`config.mk`:
```
export PLATFORM = sky130hd
export DESIGN_NAME = retransmission_queue_top
export DESIGN_NICKNAME = d
export VERILOG_FILES = /design/src/rtq_pkg.sv /design/src/retransmission_queue_top.sv /design/src/rtq_ram.sv /design/src/rtq_alu.sv
export VERILOG_INCLUDE_DIRS = /design/src /design/src/src
export SDC_FILE = /design/constraint.sdc
export NUM_CORES = 2
export LEC_CHECK = 0
export BUFFER_PORTS_ARGS = -buffer_cell sky130_fd_sc_hd__buf_2
export CAP_MARGIN = 20
export CORE_ASPECT_RATIO = 0.75
export CORE_MARGIN = 2
export CORE_UTILIZATION = 35
export CTS_CLUSTER_SIZE = 25
export DETAILED_ROUTE_END_ITERATION = 10
export HOLD_SLACK_MARGIN = 0.1
export PLACE_DENSITY = 0.5
export SKIP_LAST_GASP = 1
export SLEW_MARGIN = 40
export SYNTH_ARGS = -nofsm -noshare
export SYNTH_HDL_FRONTEND = slang
export SYNTH_SLANG_ARGS = --single-unit
export TNS_END_PERCENT = 50
```
`constraint.sdc`:
```
create_clock -name clk -period 11.9 [get_ports clk]
set_clock_uncertainty 0.1 [all_clocks]
set_input_delay 1.19 -clock clk [delete_from_list [all_inputs] [get_ports clk]]
set_output_delay 1.19 -clock clk [all_outputs]
set_load 0.02 [all_outputs]
```
`src/retransmission_queue_top_macros.svh`:
```
// ----------------------------------------------------------------------------
// Retransmission queue assertion macros
// Concurrent checks on clk, disabled while rst is high.
// ----------------------------------------------------------------------------
`ifndef RETRANSMISSION_QUEUE_TOP_MACROS_SVH
`define RETRANSMISSION_QUEUE_TOP_MACROS_SVH

`ifndef SYNTH
`define RTQ_ASSERT_SAME(lbl, ante, cons) \
  lbl: assert property (@(posedge clk) disable iff (rst) (ante) |-> (cons)) \
    else $error("retransmission queue check failed");
`define RTQ_ASSERT_NEXT(lbl, ante, cons) \
  lbl: assert property (@(posedge clk) disable iff (rst) (ante) |=> (cons)) \
    else $error("retransmission queue check failed");
`else
`define RTQ_ASSERT_SAME(lbl, ante, cons)
`define RTQ_ASSERT_NEXT(lbl, ante, cons)
`endif

`endif

```
`src/rtq_pkg.sv`:
```
// ----------------------------------------------------------------------------
// Retransmission queue package
// Sizes, operation and status codes, entry layout and sequencer states.
// ----------------------------------------------------------------------------
`default_nettype none

package rtq_pkg;

  localparam int CAPACITY        = 16;
  localparam int MAX_SEGMENT_LEN = 1460;

  localparam int IDX_W   = (CAPACITY > 1) ? $clog2(CAPACITY) : 1;
  localparam int CNT_W   = $clog2(CAPACITY + 1);
  localparam int SEQ_W   = 32;
  localparam int LEN_W   = 11;
  localparam int TIME_W  = 32;
  localparam int RETRY_W = 8;

  localparam logic [CNT_W-1:0]   CAP_CNT       = CNT_W'(CAPACITY);
  localparam logic [LEN_W-1:0]   MAX_LEN       = LEN_W'(MAX_SEGMENT_LEN);
  localparam logic [RETRY_W-1:0] RETRY_MAX     = '1;
  localparam logic [TIME_W-1:0]  TIMEOUT_RESET = TIME_W'(1000);

  typedef enum logic [1:0] {
    FUNC_PUSH    = 2'd0,
    FUNC_ACK     = 2'd1,
    FUNC_FIND    = 2'd2,
    FUNC_TIMEOUT = 2'd3
  } func_t;

  typedef enum logic [1:0] {
    STATUS_OK       = 2'd0,
    STATUS_FULL     = 2'd1,
    STATUS_TOO_LONG = 2'd2
  } status_t;

  typedef enum logic [1:0] {
    ST_IDLE,
    ST_PUSH,
    ST_SCAN,
    ST_DONE
  } state_t;

  typedef struct packed {
    logic [SEQ_W-1:0]   seq;
    logic [LEN_W-1:0]   length;
    logic [TIME_W-1:0]  sent_at;
    logic [RETRY_W-1:0] retries;
  } entry_t;

  localparam int ENTRY_W = $bits(entry_t);

  typedef struct packed {
    logic   hit;
    entry_t upd;
  } alu_res_t;

endpackage

`default_nettype wire

```
`src/retransmission_queue_top.sv`:
```
// ----------------------------------------------------------------------------
// Retransmission queue
// Insertion-ordered table of sent segments with push, ack, find and timeout.
// ----------------------------------------------------------------------------
// Push: the item passes through the push and done states before the result
// is registered. Ack, find, timeout: one entry per cycle through the entry
// unit and RAM read port, over all entries held (up to 16), then the done state.
// A new item is taken only in the idle state, after the last result is loaded.
// A result held by out_ready low stalls the next item.
// Reset empties the queue and sets the timeout to 1000 ticks.
`default_nettype none

module retransmission_queue_top (
  input  wire logic                              clk,
  input  wire logic                              rst,
  input  wire logic                              cfg_wr_en,
  input  wire logic [rtq_pkg::TIME_W-1:0]        cfg_wr_data,
  input  wire logic                              in_valid,
  output logic                                   in_ready,
  input  wire logic [1:0]                        func,
  input  wire logic [rtq_pkg::SEQ_W-1:0]         seq_num,
  input  wire logic [rtq_pkg::LEN_W-1:0]         seg_length,
  input  wire logic [rtq_pkg::TIME_W-1:0]        time_now,
  output logic                                   out_valid,
  input  wire logic                              out_ready,
  output logic [1:0]                             op_status,
  output logic [rtq_pkg::CNT_W-1:0]              affected_count,
  output logic                                   found,
  output logic [rtq_pkg::LEN_W-1:0]              found_length,
  output logic [rtq_pkg::TIME_W-1:0]             found_sent_at,
  output logic [rtq_pkg::RETRY_W-1:0]            found_retries,
  output logic [rtq_pkg::CNT_W-1:0]              queue_size,
  output logic                                   queue_empty
);

  `include "retransmission_queue_top_macros.svh"

  rtq_pkg::state_t  state, state_next;
  rtq_pkg::func_t   op;
  rtq_pkg::status_t status, status_next;

  logic [rtq_pkg::TIME_W-1:0]  retx_timeout;
  logic [rtq_pkg::CNT_W-1:0]   total, total_next;
  logic [rtq_pkg::CNT_W-1:0]   rd_idx, rd_idx_next;
  logic [rtq_pkg::CNT_W-1:0]   wr_idx, wr_idx_next;
  logic [rtq_pkg::CNT_W-1:0]   proc_idx;
  logic [rtq_pkg::CNT_W-1:0]   affected, affected_next;
  logic                        pend, pend_next;
  logic                        hit_found, hit_found_next;
  logic                        out_valid_next;
  logic                        out_load;
  logic                        accept;
  logic                        capture;
  logic                        issue;

  logic [rtq_pkg::SEQ_W-1:0]   key;
  logic [rtq_pkg::LEN_W-1:0]   len;
  logic [rtq_pkg::TIME_W-1:0]  now;
  rtq_pkg::entry_t             cap_entry;

  logic                        ram_wr_en;
  logic [rtq_pkg::IDX_W-1:0]   ram_wr_addr;
  logic [rtq_pkg::ENTRY_W-1:0] ram_wr_data;
  logic [rtq_pkg::IDX_W-1:0]   ram_rd_addr;
  logic [rtq_pkg::ENTRY_W-1:0] ram_rd_data;
  rtq_pkg::entry_t             rd_entry;
  rtq_pkg::entry_t             push_entry;
  rtq_pkg::alu_res_t           alu_res;

  assign rd_entry = rtq_pkg::entry_t'(ram_rd_data);
  assign accept   = in_valid && in_ready;
  assign proc_idx = rd_idx - 1'b1;

  rtq_ram #(
    .WIDTH (rtq_pkg::ENTRY_W),
    .DEPTH (rtq_pkg::CAPACITY)
  ) u_ram (
    .clk     (clk),
    .wr_en   (ram_wr_en),
    .wr_addr (ram_wr_addr),
    .wr_data (ram_wr_data),
    .rd_addr (ram_rd_addr),
    .rd_data (ram_rd_data)
  );

  rtq_alu u_alu (
    .op      (op),
    .key     (key),
    .now     (now),
    .timeout (retx_timeout),
    .entry   (rd_entry),
    .res     (alu_res)
  );

  always_comb begin
    push_entry.seq     = key;
    push_entry.length  = len;
    push_entry.sent_at = now;
    push_entry.retries = '0;
  end

  always_ff @(posedge clk) begin
    if (rst) begin
      state        <= rtq_pkg::ST_IDLE;
      status       <= rtq_pkg::STATUS_OK;
      total        <= '0;
      rd_idx       <= '0;
      wr_idx       <= '0;
      affected     <= '0;
      pend         <= 1'b0;
      hit_found    <= 1'b0;
      out_valid    <= 1'b0;
      retx_timeout <= rtq_pkg::TIMEOUT_RESET;
    end else begin
      state     <= state_next;
      status    <= status_next;
      total     <= total_next;
      rd_idx    <= rd_idx_next;
      wr_idx    <= wr_idx_next;
      affected  <= affected_next;
      pend      <= pend_next;
      hit_found <= hit_found_next;
      out_valid <= out_valid_next;
      if (cfg_wr_en) begin
        retx_timeout <= cfg_wr_data;
      end
    end
  end

  always_comb begin
    state_next     = state;
    status_next    = status;
    total_next     = total;
    rd_idx_next    = rd_idx;
    wr_idx_next    = wr_idx;
    affected_next  = affected;
    pend_next      = pend;
    hit_found_next = hit_found;
    in_ready       = 1'b0;
    out_load       = 1'b0;
    capture        = 1'b0;
    issue          = 1'b0;
    ram_wr_en      = 1'b0;
    ram_wr_addr    = total[rtq_pkg::IDX_W-1:0];
    ram_wr_data    = alu_res.upd;
    ram_rd_addr    = rd_idx[rtq_pkg::IDX_W-1:0];
    case (state)
      rtq_pkg::ST_IDLE: begin
        in_ready = 1'b1;
        if (in_valid) begin
          rd_idx_next    = '0;
          wr_idx_next    = '0;
          affected_next  = '0;
          pend_next      = 1'b0;
          hit_found_next = 1'b0;
          status_next    = rtq_pkg::STATUS_OK;
          if (rtq_pkg::func_t'(func) == rtq_pkg::FUNC_PUSH) begin
            state_next = rtq_pkg::ST_PUSH;
          end else begin
            state_next = rtq_pkg::ST_SCAN;
          end
        end
      end
      rtq_pkg::ST_PUSH: begin
        if (total >= rtq_pkg::CAP_CNT) begin
          status_next = rtq_pkg::STATUS_FULL;
        end else if (len > rtq_pkg::MAX_LEN) begin
          status_next = rtq_pkg::STATUS_TOO_LONG;
        end else begin
          ram_wr_en   = 1'b1;
          ram_wr_addr = total[rtq_pkg::IDX_W-1:0];
          ram_wr_data = push_entry;
          total_next  = total + 1'b1;
        end
        state_next = rtq_pkg::ST_DONE;
      end
      rtq_pkg::ST_SCAN: begin
        issue       = (rd_idx < total);
        pend_next   = issue;
        rd_idx_next = rd_idx + {{(rtq_pkg::CNT_W-1){1'b0}}, issue};
        if (pend) begin
          case (op)
            rtq_pkg::FUNC_ACK: begin
              if (alu_res.hit) begin
                affected_next = affected + 1'b1;
              end else begin
                ram_wr_en   = 1'b1;
                ram_wr_addr = wr_idx[rtq_pkg::IDX_W-1:0];
                ram_wr_data = rd_entry;
                wr_idx_next = wr_idx + 1'b1;
              end
            end
            rtq_pkg::FUNC_FIND: begin
              if (alu_res.hit && !hit_found) begin
                capture        = 1'b1;
                hit_found_next = 1'b1;
              end
            end
            rtq_pkg::FUNC_TIMEOUT: begin
              if (alu_res.hit) begin
                ram_wr_en     = 1'b1;
                ram_wr_addr   = proc_idx[rtq_pkg::IDX_W-1:0];
                ram_wr_data   = alu_res.upd;
                affected_next = affected + 1'b1;
              end
            end
            default: begin
              capture = 1'b0;
            end
          endcase
        end
        if (!issue && !pend) begin
          if (op == rtq_pkg::FUNC_ACK) begin
            total_next = wr_idx;
          end
          state_next = rtq_pkg::ST_DONE;
        end
      end
      rtq_pkg::ST_DONE: begin
        if (!out_valid || out_ready) begin
          out_load   = 1'b1;
          state_next = rtq_pkg::ST_IDLE;
        end
      end
      default: begin
        state_next = rtq_pkg::ST_IDLE;
      end
    endcase
    if (out_load) begin
      out_valid_next = 1'b1;
    end else if (out_ready) begin
      out_valid_next = 1'b0;
    end else begin
      out_valid_next = out_valid;
    end
  end

  always_ff @(posedge clk) begin
    if (accept) begin
      op        <= rtq_pkg::func_t'(func);
      key       <= seq_num;
      len       <= seg_length;
      now       <= time_now;
      cap_entry <= '0;
    end else if (capture) begin
      cap_entry <= rd_entry;
    end
    if (out_load) begin
      op_status      <= status;
      affected_count <= affected;
      found          <= hit_found;
      found_length   <= cap_entry.length;
      found_sent_at  <= cap_entry.sent_at;
      found_retries  <= cap_entry.retries;
      queue_size     <= total;
      queue_empty    <= (total == '0);
    end
  end

  `RTQ_ASSERT_SAME(a_total_cap, 1'b1, total <= rtq_pkg::CAP_CNT)
  `RTQ_ASSERT_SAME(a_write_behind, state == rtq_pkg::ST_SCAN, wr_idx <= rd_idx)
  `RTQ_ASSERT_SAME(a_affected_bound, state == rtq_pkg::ST_SCAN, affected <= rd_idx)
  `RTQ_ASSERT_NEXT(a_push_grow,
                   state == rtq_pkg::ST_PUSH && status_next == rtq_pkg::STATUS_OK,
                   total == $past(total) + 1'b1)
  `RTQ_ASSERT_NEXT(a_scan_keeps_total,
                   state == rtq_pkg::ST_SCAN && op != rtq_pkg::FUNC_ACK,
                   total == $past(total))

endmodule

`default_nettype wire

```
`src/rtq_ram.sv`:
```
// ----------------------------------------------------------------------------
// Retransmission queue RAM
// Generic single write, single read memory with registered read data.
// ----------------------------------------------------------------------------
`default_nettype none

module rtq_ram #(
  parameter int WIDTH = 8,
  parameter int DEPTH = 16
) (
  input  wire logic                                      clk,
  input  wire logic                                      wr_en,
  input  wire logic [((DEPTH > 1) ? $clog2(DEPTH) : 1)-1:0] wr_addr,
  input  wire logic [WIDTH-1:0]                          wr_data,
  input  wire logic [((DEPTH > 1) ? $clog2(DEPTH) : 1)-1:0] rd_addr,
  output logic      [WIDTH-1:0]                          rd_data
);

  logic [WIDTH-1:0] mem [DEPTH];

  always_ff @(posedge clk) begin
    if (wr_en) begin
      mem[wr_addr] <= wr_data;
    end
    rd_data <= mem[rd_addr];
  end

endmodule

`default_nettype wire

```
`src/rtq_alu.sv`:
```
// ----------------------------------------------------------------------------
// Retransmission queue entry unit
// Compare and update of one entry for ack, find and timeout scans.
// ----------------------------------------------------------------------------
`default_nettype none

module rtq_alu (
  input  wire rtq_pkg::func_t               op,
  input  wire logic [rtq_pkg::SEQ_W-1:0]    key,
  input  wire logic [rtq_pkg::TIME_W-1:0]   now,
  input  wire logic [rtq_pkg::TIME_W-1:0]   timeout,
  input  wire rtq_pkg::entry_t              entry,
  output rtq_pkg::alu_res_t                 res
);

  logic [rtq_pkg::TIME_W-1:0] age;

  always_comb begin
    age                = now - entry.sent_at;
    res.upd            = entry;
    res.hit            = 1'b0;
    case (op)
      rtq_pkg::FUNC_ACK: begin
        res.hit = (entry.seq < key);
      end
      rtq_pkg::FUNC_FIND: begin
        res.hit = (entry.seq == key);
      end
      rtq_pkg::FUNC_TIMEOUT: begin
        res.hit         = (age >= timeout);
        res.upd.sent_at = now;
        if (entry.retries != rtq_pkg::RETRY_MAX) begin
          res.upd.retries = entry.retries + 1'b1;
        end
      end
      default: begin
        res.hit = 1'b0;
      end
    endcase
  end

endmodule

`default_nettype wire
```
==> flow_summary.html <==
<table>
<tr><th>Metric</th><th>Value</th></tr>
<tr><th colspan="2">Logic synthesis</th></tr>
<tr><td>Total number of yosys warnings</td><td>0</td></tr>
<tr><td>Number of different library cells in the post-synthesis netlist</td><td>80</td></tr>
<tr><td>Number of flip-flops and latches in the synthesized netlist</td><td>1663</td></tr>
<tr><td>Cells after Synth</td><td>3402</td></tr>
<tr><td>Post-synth EDFFs</td><td>1470</td></tr>
<tr><td>Sequential cell area fraction in the yosys report</td><td>73.4%</td></tr>
<tr><td>Cells taking the most area after synthesis</td><td>sky130_fd_sc_hd__edfxtp_1 67%, sky130_fd_sc_hd__mux4_2 14%, sky130_fd_sc_hd__dfxtp_1 5.9%, sky130_fd_sc_hd__ha_1 2.1%, sky130_fd_sc_hd__nand2_1 1.2%</td></tr>
<tr><td>Post-synthesis net count</td><td>3629</td></tr>
<tr><td>Per-instance average area after synthesis</td><td>19.2 um^2</td></tr>
<tr><td>Proportion of netlist area held by the largest area contributor</td><td>67.5%</td></tr>
<tr><td>Async set or reset register ratio after synthesis</td><td>0%</td></tr>
<tr><td>Most frequently used cell type in the post-synthesis netlist</td><td>sky130_fd_sc_hd__edfxtp_1</td></tr>
<tr><td>Prevailing post-synth register cell</td><td>sky130_fd_sc_hd__edfxtp_1</td></tr>
<tr><td>Synth area leader</td><td>sky130_fd_sc_hd__edfxtp_1</td></tr>
<tr><td>Post-Synthesis Cell Area</td><td>65400 um^2</td></tr>
<tr><td>Most instantiated cells after synthesis</td><td>1470 x sky130_fd_sc_hd__edfxtp_1, 415 x sky130_fd_sc_hd__mux4_2, 213 x sky130_fd_sc_hd__nand2_1</td></tr>
<tr><th colspan="2">STA</th></tr>
<tr><td>Slew margin rel.</td><td>40.4%</td></tr>
<tr><td>Setup total negative slack</td><td>0 ns</td></tr>
<tr><td>Max-slew violation count</td><td>0</td></tr>
<tr><td>RSZ-0062 raised after global routing</td><td>no</td></tr>
<tr><td>Worst-case hold slack</td><td>0.323 ns</td></tr>
<tr><td>F_max</td><td>131 MHz</td></tr>
<tr><td>Min cycle time layout</td><td>7.65 ns</td></tr>
<tr><td>Fin. Hold Viols</td><td>0</td></tr>
<tr><td># setup viols final</td><td>0</td></tr>
<tr><td>Least-Margin Pin Slew</td><td>0.893 ns</td></tr>
<tr><td>Post-route clock period utilization</td><td>64.3%</td></tr>
<tr><th colspan="2">Floorplan</th></tr>
<tr><td>I/O pins</td><td>181</td></tr>
<tr><td>Chip Height</td><td>378 um</td></tr>
<tr><td>Die width</td><td>503 um</td></tr>
<tr><td>Row Count</td><td>137</td></tr>
<tr><td>Total Die Area</td><td>190000 um^2</td></tr>
<tr><td>Initial standard-cell utilization of the core</td><td>35.2%</td></tr>
<tr><td>Core region area</td><td>186000 um^2</td></tr>
<tr><th colspan="2">Detailed routing</th></tr>
<tr><td>DR iter-0 viols</td><td>3329</td></tr>
<tr><td>Total iterations of the first detailed-routing run</td><td>5</td></tr>
<tr><td>Highest routing layer actually used</td><td>met5</td></tr>
<tr><td>Average detailed-routed wire length per instance</td><td>27.5 um</td></tr>
<tr><td>Final antenna-violating net count</td><td>0</td></tr>
<tr><td>Via total after detailed routing</td><td>33400</td></tr>
<tr><td>Met3 Wirelength</td><td>12000 um</td></tr>
<tr><td>Total wire length after detailed routing</td><td>175000 um</td></tr>
<tr><td>Met1 wire length</td><td>85800 um</td></tr>
<tr><td>Wire length on met2</td><td>73600 um</td></tr>
<tr><td>Via/cell ratio</td><td>5.27</td></tr>
<tr><td>Number of DRC violations after detailed routing</td><td>0</td></tr>
<tr><th colspan="2">Min path</th></tr>
<tr><td>Start point of the worst min-delay path</td><td>cap_entry[17]</td></tr>
<tr><td>Worst min-delay path class</td><td>reg -&gt; reg</td></tr>
<tr><th colspan="2">Setup path</th></tr>
<tr><td>Worst endpoint data arrival time</td><td>7.96 ns</td></tr>
<tr><td>Sequence of cells on the critical path</td><td>ha_1 &gt; a21oi_4 &gt; o211ai_1 &gt; o2111ai_1 &gt; a21oi_1 &gt; a211oi_2 &gt; a21oi_2 &gt; a221oi_4 &gt; o21ai_2 &gt; and4_4 &gt; or3_1 &gt; ha_1 &gt; nand4_1 &gt; o21ai_1 &gt; nor2_1 &gt; a211oi_1 &gt; nor3_1 &gt; a221oi_1 &gt; nand3_1 &gt; nor2_4 &gt; buf_4 &gt; buf_6</td></tr>
<tr><td>Launching element of the worst setup path</td><td>now[7]</td></tr>
<tr><td>Classification of the worst setup path</td><td>reg -&gt; reg</td></tr>
<tr><td>Worst Setup Start Kind</td><td>flip-flop</td></tr>
<tr><td>Combined buffer and inverter count along the critical path</td><td>2</td></tr>
<tr><td>Critical Path Fanout Max</td><td>49</td></tr>
<tr><td>Slowest cell on crit path</td><td>sky130_fd_sc_hd__buf_6</td></tr>
<tr><td>Required time worst endpoint</td><td>12.22 ns</td></tr>
<tr><td>Worst flop-to-flop path startpoint</td><td>now[7]</td></tr>
<tr><td>CP most frequent cell</td><td>sky130_fd_sc_hd__ha_1</td></tr>
<tr><td>Slack of the worst reg-to-reg path</td><td>4.25 ns</td></tr>
<tr><td>Kind of cell adding the most delay to the critical path</td><td>compound AO/OA/AOI/OAI gates</td></tr>
<tr><td>Crit path largest cell delay</td><td>0.65 ns</td></tr>
<tr><td>Worst setup EP type</td><td>flip-flop</td></tr>
<tr><th colspan="2">Global routing</th></tr>
<tr><td>Global-route wire length before repair</td><td>250000 um</td></tr>
<tr><td>Initial antenna violation count</td><td>16</td></tr>
<tr><td>Pin count of the biggest net entering global routing</td><td>74</td></tr>
<tr><td>Grt ovf</td><td>0</td></tr>
<tr><td>Number of global-route vias before repair</td><td>33800</td></tr>
<tr><td>Overall fraction of global-route tracks in use</td><td>18.3%</td></tr>
<tr><th colspan="2">Layout</th></tr>
<tr><td>Fraction of layout instances using a drive strength above 1</td><td>26.6%</td></tr>
<tr><td>Non-Filler Cell Area, Final</td><td>75500 um^2</td></tr>
<tr><td># nets final</td><td>3920</td></tr>
<tr><td>Util after Layout</td><td>40.7%</td></tr>
<tr><td>Synth-to-Final Area Change</td><td>15.5%</td></tr>
<tr><td>Final std cells w/o fill</td><td>6338</td></tr>
<tr><th colspan="2">Placed design</th></tr>
<tr><td>Final Wtd Congestion</td><td>0.816</td></tr>
<tr><td>Number of cells after detailed placement</td><td>6023</td></tr>
<tr><td>Dpl hpwl</td><td>106000 um</td></tr>
<tr><td>Input/output buffers</td><td>180</td></tr>
<tr><td>Placement-stage cell area</td><td>70100 um^2</td></tr>
<tr><th colspan="2">Power</th></tr>
<tr><td>Maximum VDD drop</td><td>151 uV</td></tr>
<tr><td>P_leak</td><td>0.0245 uW</td></tr>
<tr><td>Pwr dens</td><td>220 nW/um^2</td></tr>
<tr><th colspan="2">CTS</th></tr>
<tr><td>Number of instances resized during post-cts repair</td><td>0</td></tr>
<tr><td>TritonCTS clock tree</td><td>built</td></tr>
<tr><td>Number of buffers on the longest clock path</td><td>3</td></tr>
<tr><td>Number of buffers added by the clock tree synthesis step</td><td>166</td></tr>
<tr><td>Clock slew seen by the registers of the worst setup and hold paths</td><td>0.06 ns</td></tr>
<tr><td>Number of levels the H-tree was split into</td><td>4</td></tr>
<tr><td>Number of sinks driven by the clock tree</td><td>1663</td></tr>
<tr><td>Buffer type at the clock tree root</td><td>sky130_fd_sc_hd__clkbuf_16</td></tr>
<tr><td>Post CTS Setup Buffer Count</td><td>0</td></tr>
<tr><td>Later-pin clock latency in the skew report</td><td>0.80 ns</td></tr>
<tr><td>Number of buffers inserted for hold repair after clock tree synthesis</td><td>0</td></tr>
<tr><th colspan="2">Job</th></tr>
<tr><td>Max-cap violations</td><td>0</td></tr>
<tr><th colspan="2">Status</th></tr>
<tr><td>Run status</td><td>finished clean</td></tr>
</table>
-- power breakdown --
part / internal, uW / total, uW / switching (uW) / leakage [uW]
logic: 1040 / 3560 / 2520 / 0.00691
registers: 7660 / 7850 / 190 / 0.0150
clock network: 2890 / 5190 / 2300 / 0.00260
-- registers in the layout (all words and copies together) (netlist names), 8 cells and up --
name	flops
u_ram.mem	1328
u_ram.rd_data	83
cap_entry	51
found_sent_at	32
len	11
key	32
retx_timeout	32
now	32
found_retries	8
found_length	11
-- path summary, 6_finish.rpt --
check | to | cells past startpoint
worst min-delay path | found_sent_at[9] | 0
worst max register to register | u_ram.mem[5][27] | 22
worst max-delay path | u_ram.mem[5][27] | 22
worst min register to register | found_sent_at[9] | 0
-- cells by family after synthesis --
| family | synth area share [%] |
|---|---|
| DFF | 73.4 |
| muxes | 15.2 |
| and+or+nand+nor | 2.88 |
| AOI/OAI and AO/OA | 4.09 |
| buffers and inverters | 1.67 |
| adders and majority gates | 2.17 |
| xor gates and xnor gates | 0.602 |
-- layer usage --
metal | global-route usage [%] | vias up
met4 | 4.22 | 4
met3 | 4.41 | 214
met2 | 25.7 | 1090
li1 | - | 14300
met5 | 0 | -
met1 | 28.4 | 17700
-- area by class of cell --
type	count	area, um^2
Antenna cell	3	7.51
Clock buffer	217	4460
Clock inverter	91	890
Fill cell	16600	110000
Inverter	121	454
Multi-Input combinational cell	1452	16600
Sequential cell	1663	48000
Tap cell	2502	3130
Timing Repair Buffer	289	1990
-- stage by stage --
| step | power, uW | worst slack [ns] |
|---|---|---|
| finish | 16600 | 4.25 |
| CTS | 16700 | 4.11 |
| floorplan | 9950 | 3.05 |
| global placement | 11500 | 3.98 |
| global route | 17300 | 3.84 |
| detailed placement | 11500 | 4.15 |
-- placed cells by master, fill, tap and decap left out, types with 23 or more instances in the layout --
cell | synthesis | layout
sky130_fd_sc_hd__xor2_1 | 23 | 23
sky130_fd_sc_hd__clkinv_1 | 0 | 25
sky130_fd_sc_hd__dfxtp_1 | 193 | 188
sky130_fd_sc_hd__inv_1 | 121 | 121
sky130_fd_sc_hd__buf_2 | 6 | 179
sky130_fd_sc_hd__o21ai_0 | 71 | 61
sky130_fd_sc_hd__buf_4 | 0 | 76
sky130_fd_sc_hd__a22o_1 | 62 | 62
sky130_fd_sc_hd__clkbuf_1 | 126 | 40
sky130_fd_sc_hd__a21o_1 | 35 | 35
sky130_fd_sc_hd__clkbuf_16 | 0 | 166
sky130_fd_sc_hd__nor2_1 | 100 | 79
sky130_fd_sc_hd__nand2_1 | 213 | 210
sky130_fd_sc_hd__edfxtp_1 | 1470 | 1470
sky130_fd_sc_hd__nand4_1 | 25 | 25
sky130_fd_sc_hd__mux4_2 | 415 | 415
sky130_fd_sc_hd__ha_1 | 112 | 111
sky130_fd_sc_hd__a21oi_1 | 97 | 96
sky130_fd_sc_hd__clkinv_2 | 0 | 26
sky130_fd_sc_hd__mux2i_1 | 60 | 60
-- worst register-to-register path, delay by kind of cell, from the launching register on --
family,cells,cell delay (ns)
AND/OR/NAND/NOR,7,1.61
AO/OA/AOI/OAI,11,3.04
flip-flops,1,0.43
buffers and inverters,2,1.29
adder cells (fa/ha/maj),2,0.75
Note: power is estimated with default switching activity, not from simulation.
